<file path="src/rtl/h2r_pkg.sv">
package h2r_pkg;

  // Input transfer: one HSV colour.
  typedef struct packed {
    logic [8:0] hue;
    logic [7:0] saturation;
    logic [7:0] value;
  } hsv_t;

  // Result transfer: one RGB colour.
  typedef struct packed {
    logic [7:0] red;
    logic [7:0] green;
    logic [7:0] blue;
  } rgb_t;

  // Hue sector index, 0 to 8 for hues 0 to 511.
  typedef logic [3:0] sector_t;

  // Sector codes; hues of 300 and more fall into the magenta-to-red case.
  localparam sector_t SectorRedYellow   = 4'd0;
  localparam sector_t SectorYellowGreen = 4'd1;
  localparam sector_t SectorGreenCyan   = 4'd2;
  localparam sector_t SectorCyanBlue    = 4'd3;
  localparam sector_t SectorBlueMagenta = 4'd4;

  // Degrees per sector, and its reciprocal scaled by 2^16 (exact for hues below 512).
  localparam logic [5:0]  DegPerSector = 6'd60;
  localparam logic [10:0] SectorRecip  = 11'd1093;

  // Full scale of the fixed-point products.
  localparam logic [8:0]  Scale        = 9'd256;

endpackage

</file>
<file path="src/rtl/h2r_hue_split.sv">
module h2r_hue_split
  import h2r_pkg::*;
(
  input  logic       clk_i,
  input  logic [8:0] hue_i,
  output sector_t    sector_o,
  output logic [7:0] frac_o
);

  logic [19:0] recip_prod;
  logic [8:0]  hue_q;
  sector_t     sector_q;
  sector_t     sector2_q;
  sector_t     sector3_q;
  logic [8:0]  sector_deg;
  logic [8:0]  rem_full;
  logic [5:0]  rem_q;
  logic [9:0]  rem_x17;
  logic [7:0]  frac_q;

  // First stage: the sector is hue divided by 60, taken from a reciprocal product.
  assign recip_prod = 20'(hue_i) * 20'(SectorRecip);

  always_ff @(posedge clk_i) begin
    hue_q    <= hue_i;
    sector_q <= recip_prod[19:16];
  end

  // Second stage: the remainder within the sector.
  assign sector_deg = 9'(sector_q) * 9'(DegPerSector);
  assign rem_full   = hue_q - sector_deg;

  always_ff @(posedge clk_i) begin
    rem_q     <= rem_full[5:0];
    sector2_q <= sector_q;
  end

  // Third stage: the fraction rem * 255 / 60 equals rem * 17 / 4 exactly.
  assign rem_x17 = {rem_q, 4'b0000} + 10'(rem_q);

  always_ff @(posedge clk_i) begin
    frac_q    <= rem_x17[9:2];
    sector3_q <= sector2_q;
  end

  assign sector_o = sector3_q;
  assign frac_o   = frac_q;

endmodule

</file>
<file path="src/rtl/hsv_to_rgb_integer.sv">
// Six-stage pipeline; results leave it in the order their colours came in.
// One colour is taken in every clock cycle; busy is never raised.
// The done strobe is high for one cycle with each result, which the
// receiver must take then, since it cannot stall the pipeline.
// Reset clears the valid bits only; the data registers are not reset.
module hsv_to_rgb_integer
  import h2r_pkg::*;
(
  input  logic clk_i,
  input  logic rst_ni,
  input  logic start,
  output logic busy,
  input  hsv_t in_i,
  output logic done_o,
  output rgb_t out_o
);

  logic [5:0] valid_q;
  logic [5:0] valid_d;

  logic [7:0] val1_q, val2_q, val3_q, val4_q, val5_q;
  logic [7:0] sat1_q, sat2_q, sat3_q;
  logic [7:0] p2_q, p3_q, p4_q, p5_q;
  logic [7:0] sf4_q, snf4_q;
  logic [7:0] q5_q, t5_q;
  sector_t    sector4_q, sector5_q;
  rgb_t       out_q;
  rgb_t       out_d;

  sector_t    sector3;
  logic [7:0] frac3;
  logic [16:0] p_prod;
  logic [15:0] sf_prod;
  logic [16:0] snf_prod;
  logic [16:0] q_prod;
  logic [16:0] t_prod;

  // The pipeline never stalls.
  assign busy = 1'b0;

  // Valid bits travel alongside the data.
  assign valid_d = {valid_q[4:0], start};

  always_ff @(posedge clk_i or negedge rst_ni) begin
    if (!rst_ni) begin
      valid_q <= '0;
    end else begin
      valid_q <= valid_d;
    end
  end

  // Sector and fraction of the hue, three stages deep.
  h2r_hue_split u_hue_split (
    .clk_i    (clk_i),
    .hue_i    (in_i.hue),
    .sector_o (sector3),
    .frac_o   (frac3)
  );

  // Stage one: capture saturation and value.
  always_ff @(posedge clk_i) begin
    val1_q <= in_i.value;
    sat1_q <= in_i.saturation;
  end

  // Stage two: p = value * (256 - saturation) / 256.
  assign p_prod = 17'(val1_q) * 17'(Scale - 9'(sat1_q));

  always_ff @(posedge clk_i) begin
    val2_q <= val1_q;
    sat2_q <= sat1_q;
    p2_q   <= p_prod[15:8];
  end

  // Stage three: wait for the fraction.
  always_ff @(posedge clk_i) begin
    val3_q <= val2_q;
    sat3_q <= sat2_q;
    p3_q   <= p2_q;
  end

  // Stage four: saturation scaled by the fraction and by its complement.
  assign sf_prod  = 16'(sat3_q) * 16'(frac3);
  assign snf_prod = 17'(sat3_q) * 17'(Scale - 9'(frac3));

  always_ff @(posedge clk_i) begin
    val4_q    <= val3_q;
    p4_q      <= p3_q;
    sector4_q <= sector3;
    sf4_q     <= sf_prod[15:8];
    snf4_q    <= snf_prod[15:8];
  end

  // Stage five: q and t.
  assign q_prod = 17'(val4_q) * 17'(Scale - 9'(sf4_q));
  assign t_prod = 17'(val4_q) * 17'(Scale - 9'(snf4_q));

  always_ff @(posedge clk_i) begin
    val5_q    <= val4_q;
    p5_q      <= p4_q;
    sector5_q <= sector4_q;
    q5_q      <= q_prod[15:8];
    t5_q      <= t_prod[15:8];
  end

  // Stage six: order the channels by sector. Zero saturation gives
  // p = q = t = value, so grey needs no case of its own.
  always_comb begin
    unique case (sector5_q)
      SectorRedYellow:   out_d = '{red: val5_q, green: t5_q,   blue: p5_q};
      SectorYellowGreen: out_d = '{red: q5_q,   green: val5_q, blue: p5_q};
      SectorGreenCyan:   out_d = '{red: p5_q,   green: val5_q, blue: t5_q};
      SectorCyanBlue:    out_d = '{red: p5_q,   green: q5_q,   blue: val5_q};
      SectorBlueMagenta: out_d = '{red: t5_q,   green: p5_q,   blue: val5_q};
      default:           out_d = '{red: val5_q, green: p5_q,   blue: q5_q};
    endcase
  end

  always_ff @(posedge clk_i) begin
    out_q <= out_d;
  end

  assign out_o  = out_q;
  assign done_o = valid_q[5];

endmodule

</file>
<file path="config.mk">
export PLATFORM = sky130hd
export DESIGN_NAME = hsv_to_rgb_integer
export DESIGN_NICKNAME = d
export VERILOG_FILES = /design/src/rtl/h2r_pkg.sv /design/src/rtl/h2r_hue_split.sv /design/src/rtl/hsv_to_rgb_integer.sv
export SDC_FILE = /design/constraint.sdc
export NUM_CORES = 1
export LEC_CHECK = 0
export ABC_CLOCK_PERIOD_IN_PS = 8500
export CAP_MARGIN = 20
export CORE_UTILIZATION = 45
export DETAILED_ROUTE_END_ITERATION = 10
export DONT_BUFFER_PORTS = 1
export MAX_ROUTING_LAYER = met4
export PLACE_DENSITY = 0.66
export SYNTH_ARGS = -nofsm -noshare
export SYNTH_HDL_FRONTEND = slang
export SYNTH_SLANG_ARGS = --single-unit
</file>
<file path="constraint.sdc">
create_clock -name clk_i -period 8.5 [get_ports clk_i]
set_input_delay 1.7 -clock clk_i [delete_from_list [all_inputs] [get_ports clk_i]]
set_output_delay 1.7 -clock clk_i [all_outputs]
set_load 0.02 [all_outputs]
</file>
# Word-level counts from Yosys, hierarchy flattened
# Index checks and enable logic that the tools add are counted.
# W data, S select, Z words.
classes:
  addsub: 6
  mul: 7
  eq_ne: 4
  muxes: 1
  n_reduce_logical: 1
ops:
  columns: ["op", "n"]
  rows:
  - ["$pmux W24 S5", 1]
  - ["$mul A9 B10 Y16", 4]
  - ["$sub A9 B8 Y10 const A", 4]
  - ["$mul A9 B11 Y20 const B", 1]
  - ["$mul A8 B8 Y16", 1]
  - ["$add A10 B6 Y10", 1]
  - ["$eq A4 B2 Y1 const B", 2]
  - ["$sub A6 B6 Y6", 1]
  - ["$eq A4 B1 Y1 const B", 1]
  - ["$eq A4 B3 Y1 const B", 1]
  - ["$logic_not A4 Y1", 1]
  - ["$mul A4 B1 Y4 const B", 1]
word_totals:
  reg_bits: 198
  inputBits: 28
  out_inout_bits: 26
  elab_cells: 47

# Logic depth before layout (Yosys ltp)
logic_depth:
  depth_word: 2
  depth_mapped: 21
  ltp_nobuf: 20

# By module
# From an unflattened synthesis, not the netlist that was laid out.
hier_totals:
  cells_unflattened: 1733
  hier_area_um2: 16664.7
by_module_without_submodules:
  columns: ["mod", "instances", "cells_per_inst", "area_each_um2", "seq_area_each_um2"]
  rows:
  - ["hsv_to_rgb_integer", 1, 1575, 14879.3, 3353.2]
  - ["h2r_hue_split", 1, 158, 1785.5, 640.6]

# Least setup slack after synthesis
# Ideal clock, no wire load.
synth_path:
  kind: "register -> register"
  startpoint: "register u_hue_split.frac_q[0], in the netlist u_hue_split.frac_o[0]"
  endpoint: "register snf4_q[6]"
  setup_time_ns: 0.072
  t_arrival_ns: 4.811
  required_ns: 8.428
  slack_ns: 3.617
  path_stages_with_launch: 22
  n_path_buf: 1
  synth_period_minus_slack_ns: 4.883
  cell_sequence: "dfxtp_1 buf_2 inv_1 ha_1 nor3b_2 nand2_1 nor3_1 nand2_1 fa_1 inv_1 fa_1 fa_1 inv_1 fa_1 inv_1 ha_1 or2_2 o31a_1 o311ai_2 nand2_1 a31oi_1 xnor2_1"
synth_via:
  elab_chain_cells: 2
synth_rtl:
  columns: ["element", "line", "text"]
  rows:
  - ["start, declared", "h2r_hue_split.sv:19", "logic [7:0] frac_q;"]
  - ["start signal, assigned", "h2r_hue_split.sv:42", "frac_q <= rem_x17[9:2];"]
  - ["$sub A9 B8 Y10", "hsv_to_rgb_integer.sv:84", "assign snf_prod = 17'(sat3_q) * 17'(Scale - 9'(frac3));"]
  - ["$mul A9 B10 Y16", "hsv_to_rgb_integer.sv:84", null]
  - ["net snf_prod[14]", "hsv_to_rgb_integer.sv:34", "logic [16:0] snf_prod;"]
  - ["end signal, assigned", "hsv_to_rgb_integer.sv:91", "snf4_q <= snf_prod[15:8];"]
  - ["end, declared", "hsv_to_rgb_integer.sv:24", "logic [7:0] sf4_q, snf4_q;"]
# The timed path passes the listed nets, and every way through them passes these cells.

# Worst setup path after layout
layout_path:
  startpoint: "register snf4_q[0]"
  endpoint: "register t5_q[7]"
layout_via:
  elab_chain_cells: 2
layout_rtl:
  columns: ["element", "line", "text"]
  rows:
  - ["$sub A9 B8 Y10", "hsv_to_rgb_integer.sv:96", "assign t_prod = 17'(val4_q) * 17'(Scale - 9'(snf4_q));"]
  - ["$mul A9 B10 Y16", "hsv_to_rgb_integer.sv:96", null]
  - ["net t_prod[15]", "hsv_to_rgb_integer.sv:36", "logic [16:0] t_prod;"]
  - ["end signal, assigned", "hsv_to_rgb_integer.sv:103", "t5_q <= t_prod[15:8];"]
  - ["end, declared", "hsv_to_rgb_integer.sv:25", "logic [7:0] q5_q, t5_q;"]
# The timed path passes the listed nets, and every way through them passes these cells.

==> impl_metrics.csv <==
group,metric,value,unit
status,status,"complete, no violations",
job,maxCapViolCount,0,
yosys,synth_fp_nets,2184,
route,drt_iter0_markers,619,
timing,tns,0,ns
cts,clk_path_buf_depth,2,
yosys,synth_ff_type,"dfxtp_1",
timing,min_period_over_period,64.0,%
layout,fill_cells,3366,
die,rows,70,
route,dr.pass1.iters,5,
die,start_util,45.6,%
cts,post_cts_buffers,0,
placement,dp_slack,3.13,ns
placement,numPortBuffers,0,
grt,grt_use_total,19.1,%
placement,gp_congestion,0.890,
cts,path_clk_slew,0.07,ns
worst_setup_path,cp-end-kind,"register",
layout,finish.utilization,48.5,%
cts,cts_tree,"done",
timing,hold_viol,0,
hold_path,hold_class,"reg -> reg",
yosys,yosysSeqAreaShare,24.0,%
hold_path,hold_path_end,"val4_q[2]",
die,ioPinCount,54,
layout,area_growth,6.23,%
worst_setup_path,crit_arrival,5.79,ns
placement,dp.cells,2163,
worst_setup_path,start_kind,"register",
yosys,netlist_instances,1739,
grt,antenna_found_initial,1,
timing,fin_crit,5.44,ns
route,postRouteAntennaNets,0,
timing,worst_pin_slew,0.898,ns
cts,ctsHtreeMaxLevel,4,
placement,hpwl,25300,um
timing,rsz0062_at_grt,"no",
worst_setup_path,cp_data_required_time,8.86,ns
timing,fmax,184,MHz
timing,worst_slack,3.06,ns
route,drc_errors,0,
cts,cts-buffers-inserted,17,
yosys,async_flop_share,3.03,%
cts,cts.repair.resized,0,
timing,finalSetupViolations,0,
worst_setup_path,ff2ff_path_depth,19,
layout,diodes,0,
worst_setup_path,crit_type,"reg -> reg",
hold_path,min_from,"val3_q[2]",
cts,clk_latency,0.44,ns
route,wl_per_cell,14.7,um
grt,grt_pass1_wl,57000,um
cts,cts_sinks,198,
grt,grt_max_degree,38,
grt,grt_pass1_vias,11938,
die,dieArea,0.0378,sq mm
layout,layout-drive-gt1-share,3.35,%
yosys,synth_area,0.0167,sq mm
worst_setup_path,timing.critical_path.fanout_max,9,
worst_setup_path,rrSetupSlack,3.06,ns
hold_path,min_path_cells,0,
die,floorplan.die.height,194,um
cts,cts_hold_buf,0,
yosys,synth-seq-cells,198,
timing,drv_slew,0,
yosys,synth-edff-count,0,
yosys,ys_types,60,
grt,overflow,0,
route,routed_wl,32200,um
die,core_area,0.0365,sq mm
route,via_per_inst,5.03,
route,vias,11059,
timing,skew,0.0133,ns
worst_setup_path,r2r-end,"t5_q[7]",
yosys,synth.avg_cell_area,9.59,sq um
worst_setup_path,r2r-start,"snf4_q[0]",
layout,final_cell_count_no_fill,2197,
layout,layout.nets,2161,
yosys,yosysWarnings,0,
cts,root_buffer,"clkbuf_16",
timing,slew_headroom,39.7,%
die,die_w,194,um
sequential cells by signal (all words and copies together) (netlist names), 8 cells and up:
name / count
t5_q: 8
val2_q: 8
p2_q: 8
sat3_q: 8
sat2_q: 8
p3_q: 8
p4_q: 8
out_o: 24
snf4_q: 8
val3_q: 8
sat1_q: 8
val5_q: 8
val1_q: 8
q5_q: 8
sf4_q: 8
u_hue_split.frac_o: 8
p5_q: 8
val4_q: 8
area by class of cell:
type / count / area [sq um] / area share [%]
multi-input combinational: 1179 / 11300 / 63.8
sequential: 198 / 3990 / 22.6
inverter: 318 / 1190 / 6.74
tap: 468 / 586 / 3.31
clock buffer: 18 / 439 / 2.48
clock inverter: 14 / 155 / 0.876
timing repair buffer: 2 / 42.5 / 0.240
cells by family after synthesis:
logic type      Yosys count  synth area share, %
simple gates            499                 15.3
fa+ha+maj               417                 40.6
buf+inv                 362                 8.26
flops                   198                 24.0
compound gates          154                 5.97
xor+xnor                 91                 4.78
mux                      17                 1.08
other cells               1               0.0225
Yosys cell counts, drive strengths merged (8+ instances only):
| cell | instances | share of area, % |
|---|---|---|
| nor2 | 51 | 1.1 |
| ha | 210 | 16 |
| clkbuf | 32 | 0.74 |
| nor3 | 12 | 0.39 |
| nand2 | 181 | 4.1 |
| nor2b | 13 | 0.49 |
| buf | 12 | 0.37 |
| mux2 | 8 | 0.54 |
| fa | 207 | 25 |
| xor2 | 30 | 1.6 |
| a31oi | 14 | 0.56 |
| mux2i | 9 | 0.54 |
| a21o | 16 | 0.72 |
| nand3 | 10 | 0.30 |
| and2 | 190 | 7.1 |
| a22oi | 8 | 0.36 |
| o21ai | 32 | 1.0 |
| a211oi | 10 | 0.45 |
| a21oi | 54 | 1.7 |
| nand4 | 11 | 0.41 |
| dfxtp | 192 | 23 |
| xnor2 | 61 | 3.2 |
| inv | 318 | 7.2 |
worst max-delay path by stage:
stage | startpoint | cells past startpoint | slack (ns) | to
after floorplan | u_hue_split.frac_o[0] | 21 | 3.62 | snf4_q[6]
after global placement | u_hue_split.frac_o[1] | 19 | 3.27 | snf4_q[6]
after detailed placement | snf4_q[0] | 19 | 3.13 | t5_q[7]
after CTS | snf4_q[0] | 19 | 3.07 | t5_q[7]
after global routing | sat1_q[0] | 19 | 2.58 | p2_q[7]
final | snf4_q[0] | 19 | 3.06 | t5_q[7]
layer usage:
| metal | global-route usage (%) | part of all wire [%] | vias to the layer above |
|---|---|---|---|
| met3 | 3.18 | 4.5 | 33 |
| met5 | - | 0 | - |
| li1 | - | - | 5368 |
| met1 | 23.9 | 45 | 5437 |
| met2 | 32.3 | 49 | 221 |
| met4 | 4.29 | 1.1 | 0 |
metrics by stage:
stage	hold WS, ns	instance area [sq um]
after global routing	0.326	17700
after floorplan	0.310	16700
final	0.319	17700
after CTS	0.325	17700
after detailed placement	0.312	17100
after global placement	0.310	17100
critical path, cell delays in order, from the launching register on:
cell,delay (ns)
dfxtp_1,0.39
inv_1,0.11
ha_1,0.20
nand3_1,0.13
nor3_1,0.71
nand2_1,0.18
fa_1,0.56
inv_1,0.05
fa_1,0.48
fa_1,0.54
inv_1,0.05
fa_1,0.47
inv_1,0.04
ha_1,0.34
a21o_1,0.18
a21oi_1,0.22
a2bb2oi_1,0.19
o211ai_1,0.16
a21oi_1,0.20
xnor2_1,0.15
placed cells by master, fill, tap and decap left out, drive strengths merged, types with 10 or more instances in the layout:
| cell | synthesis | final |
|---|---|---|
| o21ai | 32 | 32 |
| a21o | 16 | 16 |
| xor2 | 30 | 30 |
| clkbuf | 32 | 18 |
| and2 | 190 | 190 |
| nor2 | 51 | 51 |
| inv | 318 | 326 |
| a31oi | 14 | 14 |
| xnor2 | 61 | 61 |
| nand3 | 10 | 10 |
| nand4 | 11 | 11 |
| a211oi | 10 | 10 |
| nand2 | 181 | 181 |
| a21oi | 54 | 54 |
| ha | 210 | 210 |
| nor3 | 12 | 12 |
| nor2b | 13 | 13 |
| dfxtp | 192 | 192 |
| fa | 207 | 207 |
Power is left out: the tool's default activity adds up to more than one toggle a clock period on the data nets, which glitch-free logic cannot reach.
